--- src/rtl/core/rgb_to_xyz_converter_assert.svh ---
// Assertion macros shared by the converter RTL.
// Both macros sample on clk and are disabled while rst_n is low.
`ifndef RGB_TO_XYZ_CONVERTER_ASSERT_SVH
`define RGB_TO_XYZ_CONVERTER_ASSERT_SVH

// Same-cycle implication.
`define RTXC_CHECK(lbl, ante, cons) \
  lbl: assert property (@(posedge clk) disable iff (!rst_n) (ante) |-> (cons)) \
    else $error("rtxc check failed");

// Implication after a fixed number of cycles.
`define RTXC_CHECK_DLY(lbl, ante, dly, cons) \
  lbl: assert property (@(posedge clk) disable iff (!rst_n) (ante) |-> ##dly (cons)) \
    else $error("rtxc delayed check failed");

`endif

--- src/rtl/core/rtxc_pkg.sv ---
package rtxc_pkg;

  // Fixed-point formats
  localparam int FRAC_BITS = 8;
  localparam int LIN_BITS  = 16;
  localparam int CODE_W    = 8;
  localparam int LIN_W     = LIN_BITS + 1;
  localparam int OUT_W     = 15;
  localparam int OUT_MAX   = (1 << OUT_W) - 1;
  localparam int NUM_CODES = 1 << CODE_W;

  // Matrix coefficients, scaled by 10^7
  localparam int COEF_W = 24;
  localparam int PROD_W = 40;
  localparam int SUM_W  = 40;
  localparam logic [COEF_W-1:0] COEF [3][3] = '{
    '{24'd4124564, 24'd3575761, 24'd1804375},
    '{24'd2126729, 24'd7151522, 24'd721750},
    '{24'd193339,  24'd1191920, 24'd9503041}
  };

  // Output scaling: q = floor((s + D/2) / D), D = 10^5 * 2^(LIN_BITS-FRAC_BITS)
  // D splits into 2^DEN_SHIFT * DIV_ODD with 10^5 = 2^5 * 3125.
  localparam int DIV_ODD   = 3125;
  localparam int DEN_SHIFT = LIN_BITS - FRAC_BITS + 5;
  localparam logic [SUM_W-1:0] RND_ADD = SUM_W'(DIV_ODD) << (DEN_SHIFT - 1);

  // Reciprocal of DIV_ODD, exact floor for any 27-bit dividend
  localparam int U_W         = 27;
  localparam int RECIP_W     = 28;
  localparam int RECIP_SHIFT = 39;
  localparam logic [RECIP_W-1:0] RECIP = 28'd175921861;
  localparam int MUL_W       = U_W + RECIP_W;
  localparam int QUO_W       = 16;

  // Pipeline depth from accepted request to result strobe
  localparam int PIPE_LAT = 5;

  // Configuration port
  localparam int CFG_AW = 3;
  localparam int CFG_DW = 32;
  localparam logic REG_SRGB_MODE = 1'b0;

  typedef struct packed {
    logic [CODE_W-1:0] red;
    logic [CODE_W-1:0] green;
    logic [CODE_W-1:0] blue;
  } pixel_in_t;

  typedef struct packed {
    logic [OUT_W-1:0] x_value;
    logic [OUT_W-1:0] y_value;
    logic [OUT_W-1:0] z_value;
  } pixel_out_t;

  typedef logic [LIN_W-1:0] lin_rom_t [NUM_CODES];
  typedef logic [2:0][LIN_W-1:0] lin_trip_t;
  typedef logic [2:0][U_W-1:0] u_trip_t;

  // Build the sRGB linearization table at elaboration
  function automatic lin_rom_t gen_srgb_rom();
    lin_rom_t rom;
    real      x;
    real      v;
    for (int c = 0; c < NUM_CODES; c++) begin
      if (c <= 10) begin
        rom[c] = LIN_W'(((c * 10) * (1 << LIN_BITS) + 16473) / 32946);
      end else begin
        x = real'(1000 * c + 14025) / 269025.0;
        v = (x ** 2.4) * real'(1 << LIN_BITS);
        rom[c] = LIN_W'($rtoi(v + 0.5));
      end
    end
    return rom;
  endfunction

  // Build the plain c/255 table at elaboration
  function automatic lin_rom_t gen_linear_rom();
    lin_rom_t rom;
    for (int c = 0; c < NUM_CODES; c++) begin
      rom[c] = LIN_W'(((c << LIN_BITS) + 127) / 255);
    end
    return rom;
  endfunction

  localparam lin_rom_t SRGB_ROM   = gen_srgb_rom();
  localparam lin_rom_t LINEAR_ROM = gen_linear_rom();

endpackage

--- src/rtl/core/rtxc_mac.sv ---
module rtxc_mac (
  input  logic                 clk,
  input  logic                 rst_n,
  input  logic                 valid_in,
  input  rtxc_pkg::lin_trip_t  lin_in,
  output logic                 valid_out,
  output rtxc_pkg::u_trip_t    u_out
);
  import rtxc_pkg::*;

  logic [2:0][2:0][PROD_W-1:0] prod_r;
  logic [2:0][2:0][PROD_W-1:0] prod_nxt;
  logic                        prod_valid_r;
  logic [2:0][SUM_W-1:0]       sum;
  u_trip_t                     u_r;
  u_trip_t                     u_nxt;
  logic                        u_valid_r;

  // Form the nine coefficient products
  always_comb begin
    for (int r = 0; r < 3; r++) begin
      for (int k = 0; k < 3; k++) begin
        prod_nxt[r][k] = PROD_W'(COEF[r][k]) * PROD_W'(lin_in[k]);
      end
    end
  end

  // Add each row, add the rounding offset, drop the power-of-two part of the divisor
  always_comb begin
    for (int r = 0; r < 3; r++) begin
      sum[r]   = SUM_W'(prod_r[r][0]) + SUM_W'(prod_r[r][1])
               + SUM_W'(prod_r[r][2]) + RND_ADD;
      u_nxt[r] = sum[r][DEN_SHIFT +: U_W];
    end
  end

  // Advance the valid bits
  always_ff @(posedge clk) begin
    if (!rst_n) begin
      prod_valid_r <= 1'b0;
      u_valid_r    <= 1'b0;
    end else begin
      prod_valid_r <= valid_in;
      u_valid_r    <= prod_valid_r;
    end
  end

  // Hold products and row sums
  always_ff @(posedge clk) begin
    prod_r <= prod_nxt;
    u_r    <= u_nxt;
  end

  assign valid_out = u_valid_r;
  assign u_out     = u_r;

endmodule

--- config.mk ---
export PLATFORM = sky130hd
export DESIGN_NAME = rtxc_mac
export DESIGN_NICKNAME = d
export VERILOG_FILES = /design/src/rtl/core/rgb_to_xyz_converter_assert.svh /design/src/rtl/core/rtxc_pkg.sv /design/src/rtl/core/rtxc_mac.sv
export SDC_FILE = /design/constraint.sdc
export NUM_CORES = 2
export LEC_CHECK = 0
export ABC_AREA = 1
export BUFFER_PORTS_ARGS = -buffer_cell sky130_fd_sc_hd__buf_2
export CAP_MARGIN = 10
export CORE_MARGIN = 1
export CORE_UTILIZATION = 45
export DETAILED_ROUTE_END_ITERATION = 10
export PLACE_DENSITY = 0.63
export SLEW_MARGIN = 20
export SYNTH_ARGS = -nofsm -noshare
export SYNTH_HDL_FRONTEND = slang
export SYNTH_SLANG_ARGS = --single-unit
--- constraint.sdc ---
create_clock -name clk -period 15.19 [get_ports clk]
set_input_delay 4.557 -clock clk [delete_from_list [all_inputs] [get_ports clk]]
set_output_delay 4.557 -clock clk [all_outputs]
set_load 0.005 [all_outputs]
==> flow_summary.json <==
{
  "outcome": "complete, no violations",
  "gp_congestion": 1.01,
  "first_global_vias": 51400,
  "synth.lib_cells_used.distinct": 43,
  "syn-cell-area_um2": 62700,
  "numCtsBuffers": 48,
  "cp.required_ns": 15.71,
  "max-slew-margin-rel": 0.355,
  "dr.pass1.iters": 7,
  "ys_seq_area_frac": 0.119,
  "grt_max_degree": 17,
  "most_frequent_standard_cell_in_the_layout_excluding_fill_and_tap_cells": "inv_1",
  "die_h_um": 375,
  "postCtsSetupRepairBufs": 0,
  "critPathBufInv": 5,
  "tightest_slew_ns": 0.964,
  "crit_slowest_cell": "fa_1",
  "post_cts_sizing": 0,
  "timing.hold.ws_ns": 0.412,
  "std_cell_rows": 136,
  "critical_path.top_delay_family": "adder cells",
  "timing.final.crit_share": 0.660,
  "drv_cap": 0,
  "dp_hpwl_um": 189000,
  "dominantRegCellSynth": "dfxtp_1",
  "placed_cells": 9381,
  "cell_occurring_most_often_along_the_worst_timing_path": "fa_1",
  "timing.critical_path.cells": "buf_2 > inv_1 > fa_1 > inv_1 > fa_1 > inv_1 > fa_1 > inv_1 > fa_1 > fa_1 > fa_1 > ha_1 > a21oi_1 > o21ai_0 > a21oi_1 > o21ai_0 > nor2_1 > nand2_1 > nand2_1 > nand2_1",
  "cts_tree": "built",
  "total_number_of_yosys_warnings": 0,
  "clock_skew_ns": 0.0428,
  "initial_core_util": 0.455,
  "dr.first_iter.drc_count": 3926,
  "stdcell_count": 9477,
  "postLayoutCoreUtil": 0.488,
  "clock_latency_ns": 0.64,
  "final_hold_violation_count": 0,
  "fp.dieArea_um2": 141000,
  "rsz0062_at_grt": "false",
  "worst_setup_path_start_kind": "input port",
  "post_synth_inst_count": 7448,
  "fraction_of_final_layout_cells_sized_beyond_drive_strength_1": 0.0386,
  "cts_root_buf": "clkbuf_16",
  "ys_async_sr_fraction": 0,
  "grt_antenna_before_repair": 15,
  "cts.sinks": 374,
  "ff_latch_count_synth": 374,
  "post_cts_hold_buffer_count": 0,
  "ant_nets": 0,
  "cts-root-to-sink-buffers": 3,
  "core_um2": 138000,
  "commonest_non_fill_non_tap_cells_in_the_layout": "1702 x inv_1, 1251 x ha_1, 1188 x nand2_1",
  "endpoint_kind": "flip-flop",
  "finalSetupViolCount": 0,
  "h-tree-depth": 2,
  "wirelength_um": 212000,
  "synth_area_per_cell_um2": 8.41,
  "clk_transition_reported_paths_ns": 0.06,
  "portBuffers": 135,
  "synth_nets": 9620,
  "worstHoldPathType": "flip-flop to flip-flop",
  "areaGrowthSynthToFinish_pct": 7.41,
  "number_of_synthesized_flops_with_an_enable_pin": 0,
  "critical_path.max_fanout": 11,
  "grt_overflow": 0,
  "design.final.nets": 9809,
  "maxClockFrequency_mhz": 99.8,
  "routed-via-count": 49900,
  "die_w_um": 375,
  "detail_route.vias_per_cell": 5.27,
  "worstSetupPathType": "input port to flip-flop",
  "global_route_wire_length_before_repair_um": 320000,
  "final_max_slew_viol_count": 0,
  "worst_ep_arrival_time_ns": 10.54,
  "finalWorstPathRequiredPeriod_ns": 10.02,
  "grt_use_total": 0.304,
  "critical_path.max_stage_delay_ns": 1.05,
  "routedWlPerCell_um": 22.3,
  "route.detailed.drc": 0,
  "io_pins": 136,
  "totalNegativeSetupSlack_ns": 0
}
==> state kept, by name, summed over array words and instances, names as in the netlist <==
name	cells
prod_r	291
u_out	81
prod_valid_r	1
valid_out	1
==> through the flow <==
stage / worst slack (ns) / instance area, um^2
6_report: 5.17 / 67300
5_1_grt: 4.82 / 67300
4_1_cts: 5.25 / 67300
3_5_place_dp: 4.57 / 65600
3_3_place_gp: 4.61 / 65600
2_1_floorplan: 5.64 / 62700
==> logic make-up after synthesis <==
kind of cell / Yosys count / synth area share
buffers and inverters: 1703 / 0.102
AOI/OAI and AO/OA: 841 / 0.0752
adders and majority gates: 2118 / 0.527
and+or+nand+nor: 2179 / 0.144
xor gates and xnor gates: 233 / 0.0326
DFF: 374 / 0.119
==> routing by layer <==
metal  global-route usage  vias to the layer above  part of all wire
li1                     -                    23900                 -
met5                    0                        -          0.000099
met2                0.477                     1511              0.44
met1                0.433                    24200              0.46
met3               0.0445                      239             0.066
met4               0.0912                        4             0.034
==> final timing paths <==
path                      startpoint                    to  slack [ns]  cells after the start
min          prod_valid_r$_SDFF_PN0_  valid_out$_SDFF_PN0_        0.41                      2
max reg2reg      prod_r[101]$_DFF_P_     u_out[25]$_DFF_P_       11.79                     10
min reg2reg  prod_valid_r$_SDFF_PN0_  valid_out$_SDFF_PN0_        0.41                      2
max                       lin_in[14]    prod_r[36]$_DFF_P_        5.17                     20
==> tightest hold or removal path, delay by kind of cell (launching register included) <==
family	cells	cell delay (ns)
buffers and inverters	1	0.04
and+or+nand+nor	1	0.04
DFF	1	0.30
==> Yosys cell counts, types with 3 or more instances <==
master    number  share of area
a21boi_0      15         0.0018
nand4_1       72         0.0072
inv_1       1702           0.10
nand3_2        4        0.00064
o21ai_0      211          0.017
nand3b_1      13         0.0016
nand3_1      247          0.020
nor3_1        85         0.0068
nor3_2         4        0.00064
nor2_1       509          0.030
nor2_2         5        0.00050
a21oi_1      432          0.035
o211ai_1      12         0.0014
a31oi_1       14         0.0014
a21boi_1       3        0.00036
and2_1         6        0.00060
a21o_1        43         0.0052
ha_1        1251           0.25
dfxtp_1      374           0.12
nand2_2       26         0.0026
o21ai_1       13         0.0010
xor2_1       178          0.025
nor4_1        14         0.0014
o21bai_1      34         0.0041
nand2_1     1188          0.071
or2_2          3        0.00030
o21a_1        24         0.0029
a21oi_2        9         0.0013
fa_1         867           0.28
o21ai_2       18         0.0025
xnor2_1       55         0.0077
==> final cells by class <==
class	instances	area, um^2
well taps	1794	2240
clock inverters	25	339
inverters	1703	6390
clock buffers	62	1330
fillers	13500	70500
multi-input cells	5371	48800
repair buffers	139	706
diodes	9	22.5
flip-flops and latches	374	7490
Power is not shown: default switching activity piles up to over one toggle a cycle in this logic, so the estimate is an artifact.
