<file path="config.mk">
export PLATFORM = sky130hd
export DESIGN_NAME = rtxc_scale
export DESIGN_NICKNAME = d
export VERILOG_FILES = /design/src/rtl/core/rgb_to_xyz_converter_assert.svh /design/src/rtl/core/rtxc_pkg.sv /design/src/rtl/core/rtxc_scale.sv
export SDC_FILE = /design/constraint.sdc
export NUM_CORES = 2
export LEC_CHECK = 0
export ABC_AREA = 1
export BUFFER_PORTS_ARGS = -buffer_cell sky130_fd_sc_hd__buf_2
export CAP_MARGIN = 20
export CORE_MARGIN = 2
export CORE_UTILIZATION = 50
export CTS_BUF_LIST = sky130_fd_sc_hd__clkbuf_4
export CTS_CLUSTER_SIZE = 30
export DETAILED_ROUTE_END_ITERATION = 6
export PLACE_DENSITY = 0.66
export REMOVE_ABC_BUFFERS = 1
export SETUP_SLACK_MARGIN = 0.15
export SLEW_MARGIN = 10
export SYNTH_ARGS = -nofsm -noshare
export SYNTH_HDL_FRONTEND = slang
export SYNTH_SLANG_ARGS = --single-unit
export TNS_END_PERCENT = 100
</file>
<file path="constraint.sdc">
create_clock -name clk -period 10.25 [get_ports clk]
set_input_delay 0.5125 -clock clk [delete_from_list [all_inputs] [get_ports clk]]
set_output_delay 0.5125 -clock clk [all_outputs]
set_load 0.02 [all_outputs]
</file>
<file path="src/rtl/core/rgb_to_xyz_converter_assert.svh">
// Assertion macros shared by the converter RTL.
// Both macros sample on clk and are disabled while rst_n is low.
`ifndef RGB_TO_XYZ_CONVERTER_ASSERT_SVH
`define RGB_TO_XYZ_CONVERTER_ASSERT_SVH

// Same-cycle implication.
`define RTXC_CHECK(lbl, ante, cons) \
  lbl: assert property (@(posedge clk) disable iff (!rst_n) (ante) |-> (cons)) \
    else $error("rtxc check failed");

// Implication after a fixed number of cycles.
`define RTXC_CHECK_DLY(lbl, ante, dly, cons) \
  lbl: assert property (@(posedge clk) disable iff (!rst_n) (ante) |-> ##dly (cons)) \
    else $error("rtxc delayed check failed");

`endif

</file>
<file path="src/rtl/core/rtxc_pkg.sv">
package rtxc_pkg;

  // Fixed-point formats
  localparam int FRAC_BITS = 8;
  localparam int LIN_BITS  = 16;
  localparam int CODE_W    = 8;
  localparam int LIN_W     = LIN_BITS + 1;
  localparam int OUT_W     = 15;
  localparam int OUT_MAX   = (1 << OUT_W) - 1;
  localparam int NUM_CODES = 1 << CODE_W;

  // Matrix coefficients, scaled by 10^7
  localparam int COEF_W = 24;
  localparam int PROD_W = 40;
  localparam int SUM_W  = 40;
  localparam logic [COEF_W-1:0] COEF [3][3] = '{
    '{24'd4124564, 24'd3575761, 24'd1804375},
    '{24'd2126729, 24'd7151522, 24'd721750},
    '{24'd193339,  24'd1191920, 24'd9503041}
  };

  // Output scaling: q = floor((s + D/2) / D), D = 10^5 * 2^(LIN_BITS-FRAC_BITS)
  // D splits into 2^DEN_SHIFT * DIV_ODD with 10^5 = 2^5 * 3125.
  localparam int DIV_ODD   = 3125;
  localparam int DEN_SHIFT = LIN_BITS - FRAC_BITS + 5;
  localparam logic [SUM_W-1:0] RND_ADD = SUM_W'(DIV_ODD) << (DEN_SHIFT - 1);

  // Reciprocal of DIV_ODD, exact floor for any 27-bit dividend
  localparam int U_W         = 27;
  localparam int RECIP_W     = 28;
  localparam int RECIP_SHIFT = 39;
  localparam logic [RECIP_W-1:0] RECIP = 28'd175921861;
  localparam int MUL_W       = U_W + RECIP_W;
  localparam int QUO_W       = 16;

  // Pipeline depth from accepted request to result strobe
  localparam int PIPE_LAT = 5;

  // Configuration port
  localparam int CFG_AW = 3;
  localparam int CFG_DW = 32;
  localparam logic REG_SRGB_MODE = 1'b0;

  typedef struct packed {
    logic [CODE_W-1:0] red;
    logic [CODE_W-1:0] green;
    logic [CODE_W-1:0] blue;
  } pixel_in_t;

  typedef struct packed {
    logic [OUT_W-1:0] x_value;
    logic [OUT_W-1:0] y_value;
    logic [OUT_W-1:0] z_value;
  } pixel_out_t;

  typedef logic [LIN_W-1:0] lin_rom_t [NUM_CODES];
  typedef logic [2:0][LIN_W-1:0] lin_trip_t;
  typedef logic [2:0][U_W-1:0] u_trip_t;

  // Build the sRGB linearization table at elaboration
  function automatic lin_rom_t gen_srgb_rom();
    lin_rom_t rom;
    real      x;
    real      v;
    for (int c = 0; c < NUM_CODES; c++) begin
      if (c <= 10) begin
        rom[c] = LIN_W'(((c * 10) * (1 << LIN_BITS) + 16473) / 32946);
      end else begin
        x = real'(1000 * c + 14025) / 269025.0;
        v = (x ** 2.4) * real'(1 << LIN_BITS);
        rom[c] = LIN_W'($rtoi(v + 0.5));
      end
    end
    return rom;
  endfunction

  // Build the plain c/255 table at elaboration
  function automatic lin_rom_t gen_linear_rom();
    lin_rom_t rom;
    for (int c = 0; c < NUM_CODES; c++) begin
      rom[c] = LIN_W'(((c << LIN_BITS) + 127) / 255);
    end
    return rom;
  endfunction

  localparam lin_rom_t SRGB_ROM   = gen_srgb_rom();
  localparam lin_rom_t LINEAR_ROM = gen_linear_rom();

endpackage

</file>
<file path="src/rtl/core/rtxc_scale.sv">
module rtxc_scale (
  input  logic                  clk,
  input  logic                  rst_n,
  input  logic                  valid_in,
  input  rtxc_pkg::u_trip_t     u_in,
  output logic                  valid_out,
  output rtxc_pkg::pixel_out_t  pix_out
);
  import rtxc_pkg::*;

  logic [2:0][MUL_W-1:0] mul;
  logic [2:0][QUO_W-1:0] q_r;
  logic [2:0][QUO_W-1:0] q_nxt;
  logic                  q_valid_r;
  logic [2:0][OUT_W-1:0] sat;
  pixel_out_t            pix_r;
  pixel_out_t            pix_nxt;
  logic                  pix_valid_r;

  // Divide by the odd part of the divisor through its reciprocal
  always_comb begin
    for (int r = 0; r < 3; r++) begin
      mul[r]   = MUL_W'(u_in[r]) * MUL_W'(RECIP);
      q_nxt[r] = mul[r][RECIP_SHIFT +: QUO_W];
    end
  end

  // Saturate to the output width
  always_comb begin
    for (int r = 0; r < 3; r++) begin
      sat[r] = (q_r[r] > QUO_W'(OUT_MAX)) ? OUT_W'(OUT_MAX) : q_r[r][OUT_W-1:0];
    end
    pix_nxt.x_value = sat[0];
    pix_nxt.y_value = sat[1];
    pix_nxt.z_value = sat[2];
  end

  // Advance the valid bits
  always_ff @(posedge clk) begin
    if (!rst_n) begin
      q_valid_r   <= 1'b0;
      pix_valid_r <= 1'b0;
    end else begin
      q_valid_r   <= valid_in;
      pix_valid_r <= q_valid_r;
    end
  end

  // Hold quotients and the result
  always_ff @(posedge clk) begin
    q_r   <= q_nxt;
    pix_r <= pix_nxt;
  end

  assign valid_out = pix_valid_r;
  assign pix_out   = pix_r;

endmodule
</file>
==> impl_metrics.py <==
metrics = {
    "run_status": {
        "outcome": "complete, no violations",
    },
    "worst_setup_path": {
        "critPathMostFrequentCell": "fa_1",
        "cp_slowest_cell": "fa_1",
        "crit_fanout": 6,
        "startpoint": "u_in[6]",
        "crit_family": "adder cells",
        "cp.required_ns": 10.79,
        "cp.arrival_ns": 6.17,
        "worstSetupEndpointType": "flop",
        "path_class": "in -> reg",
        "r2r_start": "q_r[31]",
        "path_cells": "buf_2, fa_1, inv_1, fa_1, inv_1, fa_1, inv_1, fa_1, inv_1, fa_1, fa_1, inv_1, fa_1, inv_1, ha_1, nand2_1, nor2_1, nand2_1, nor4_1, nand3_1, nand3_1, nand2_1, nand2_1",
        "cpPeakStageDelay_ns": 0.60,
        "start_kind": "primary input",
        "critPathBufInv": 7,
    },
    "cts": {
        "postCtsHoldBufs": 0,
        "cts_root_buffer": "clkbuf_4",
        "clk_pin_slew_worst_paths_ns": 0.18,
        "insertion_delay_ns": 0.61,
        "ctsLongestPathBuffers": 2,
        "cts_made_buffers": 9,
        "cts_tree": "built",
        "cts-resized-gates": 0,
        "cts_sinks": 95,
        "htree_levels": 3,
        "post-cts-setup-buffers": 0,
    },
    "sta": {
        "tns_ns": 0,
        "setup_violations": 0,
        "maxSlewViolCount": 0,
        "timing.final.hold_violations": 0,
        "rsz0062_at_grt": "false",
        "min_period_ns": 5.63,
        "fin_crit_sh": 0.549,
        "worst_slack_ns": 4.62,
        "skew_ns": 0.0356,
        "worst_slew_pin_slew_ns": 0.574,
        "clock.fmax_ghz": 0.178,
        "max-slew-margin-rel": 0.613,
    },
    "place": {
        "io_buffer_count": 129,
        "hpwl_um": 112000,
        "dp_slack_ns": 4.00,
        "place.gp.congestion": 1.02,
    },
    "logic_synthesis": {
        "yosys_most_used_dff": "dfxtp_1",
        "syn_inst": 4943,
        "synth_edf_count": 0,
        "yosysWarnings": 0,
        "synthesis.area_um2": 41900,
        "avgSynthCellArea_um2": 8.48,
        "async_reset_ff_frac": 0,
        "yosys_register_bits": 95,
        "ys_types": 36,
        "ys_seq_area_frac": 0.0454,
    },
    "layout": {
        "syn_to_final_growth_pct": 5.16,
        "nFillCells": 8032,
        "layout-drive-gt1-share": 0.0537,
        "nets": 6799,
    },
    "floorplan": {
        "dieHeight_um": 294,
        "die_w_um": 294,
        "coreArea_um2": 83300,
        "top_level_ports": 130,
        "die-area_um2": 86200,
        "rows": 106,
        "start_util": 0.503,
    },
    "route": {
        "routed_wirelength_um": 120000,
        "vias": 31400,
        "remaining_drc_errors": 0,
        "dr.pass1.iters": 6,
        "drt-initial-drc-count": 1844,
        "postRouteAntennaNets": 0,
        "viasPerCell": 5.09,
        "wl_per_cell_um": 19.5,
    },
    "grt": {
        "track_usage": 0.295,
        "grt_antenna_before_repair": 6,
        "grt-ovfl-total": 0,
        "grt_start_max_net_pins": 20,
        "grt_pass1_wl_um": 191000,
        "grt_pass1_vias": 33900,
    },
    "job": {
        "drv_cap": 0,
    },
    "min_path": {
        "hold_path_startpoint": "valid_in",
        "min_path_type": "in -> reg",
    },
}
## state kept, by name (all words and copies together), names as in the netlist
register / cells
q_r: 48
valid_out: 1
pix_out: 45
q_valid_r: 1
## cells in the final DEF (no fill, tap or decap), types with 26 or more instances in the layout
| cell | count |
|---|---|
| inv_1 | 1598 |
| ha_1 | 822 |
| fa_1 | 813 |
| nand2_1 | 666 |
| nor2_1 | 238 |
| a21oi_1 | 206 |
| buf_2 | 129 |
| nand3_1 | 116 |
| o21ai_0 | 99 |
| dfxtp_1 | 95 |
| or2_2 | 51 |
| nand4_1 | 48 |
| nor3_1 | 26 |
## path summary, 6_finish.rpt
path	end	slack, ns	cells after the start
setup / recovery	q_r[12]	4.62	23
hold / removal	q_valid_r	0.09	3
setup reg to reg	pix_out[16]	9.18	1
hold reg to reg	pix_out[11]	0.43	1
## cell type report
type	count	area, um2	area share
inverter	1612	6050	0.137
tap	1080	1350	0.0307
clock inverter	7	98.8	0.00224
antenna	4	10.0	0.000227
sequential	95	1900	0.0432
timing repair buffer	129	646	0.0146
multi-input combinational	3233	33900	0.770
clock buffer	9	67.6	0.00153
## cell families after synthesis
kind of cell               Yosys count  share of synthesized area
and+or+nand+nor                   1224                      0.128
xor gates and xnor gates            12                    0.00251
buffers and inverters             1615                      0.145
AOI/OAI and AO/OA                  362                     0.0462
DFF                                 95                     0.0454
adders and majority gates         1635                      0.634
## through the flow
stage / std cells / cell area (um2) / util / hold WS (ns)
4_1_cts: 6165 / 44100 / 0.529 / 0.0433
6_report: 6169 / 44100 / 0.529 / 0.0932
3_3_place_gp: 6149 / 43900 / 0.527 / 0.391
3_5_place_dp: 6149 / 43900 / 0.527 / 0.396
2_1_floorplan: 4940 / 41900 / - / 0.389
5_1_grt: 6167 / 44100 / 0.529 / 0.0790
## routing by layer
metal	GRT usage	share of wire	up-vias
met4	0.100	0.041	8
met3	0.0641	0.070	205
met2	0.462	0.44	896
met5	0	0.00036	-
li1	-	-	15000
met1	0.405	0.44	15200
## cell usage after synthesis (2+ instances only)
master	instances	area share
inv_1	1598	0.14
ha_1	822	0.25
fa_1	813	0.39
nand2_1	666	0.060
nor2_1	238	0.021
a21oi_1	206	0.025
nand3_1	116	0.014
o21ai_0	99	0.012
dfxtp_1	95	0.045
or2_2	51	0.0076
nand4_1	48	0.0072
nor3_1	26	0.0031
nor2_2	24	0.0036
o21bai_1	21	0.0038
o21a_1	17	0.0030
nand2_2	15	0.0022
inv_2	14	0.0013
nor3_2	10	0.0024
xor2_1	10	0.0021
o21ai_1	8	0.00096
a21o_1	7	0.0013
nor2_4	7	0.0019
and2_1	6	0.00090
nand3b_1	6	0.0011
clkbuf_1	3	0.00027
nor4_1	3	0.00045
nor4_2	3	0.00090
a21boi_0	2	0.00036
xnor2_1	2	0.00042
Power is left out: the tool's default activity adds up to more than one toggle a clock period on the data nets, which glitch-free logic cannot reach.
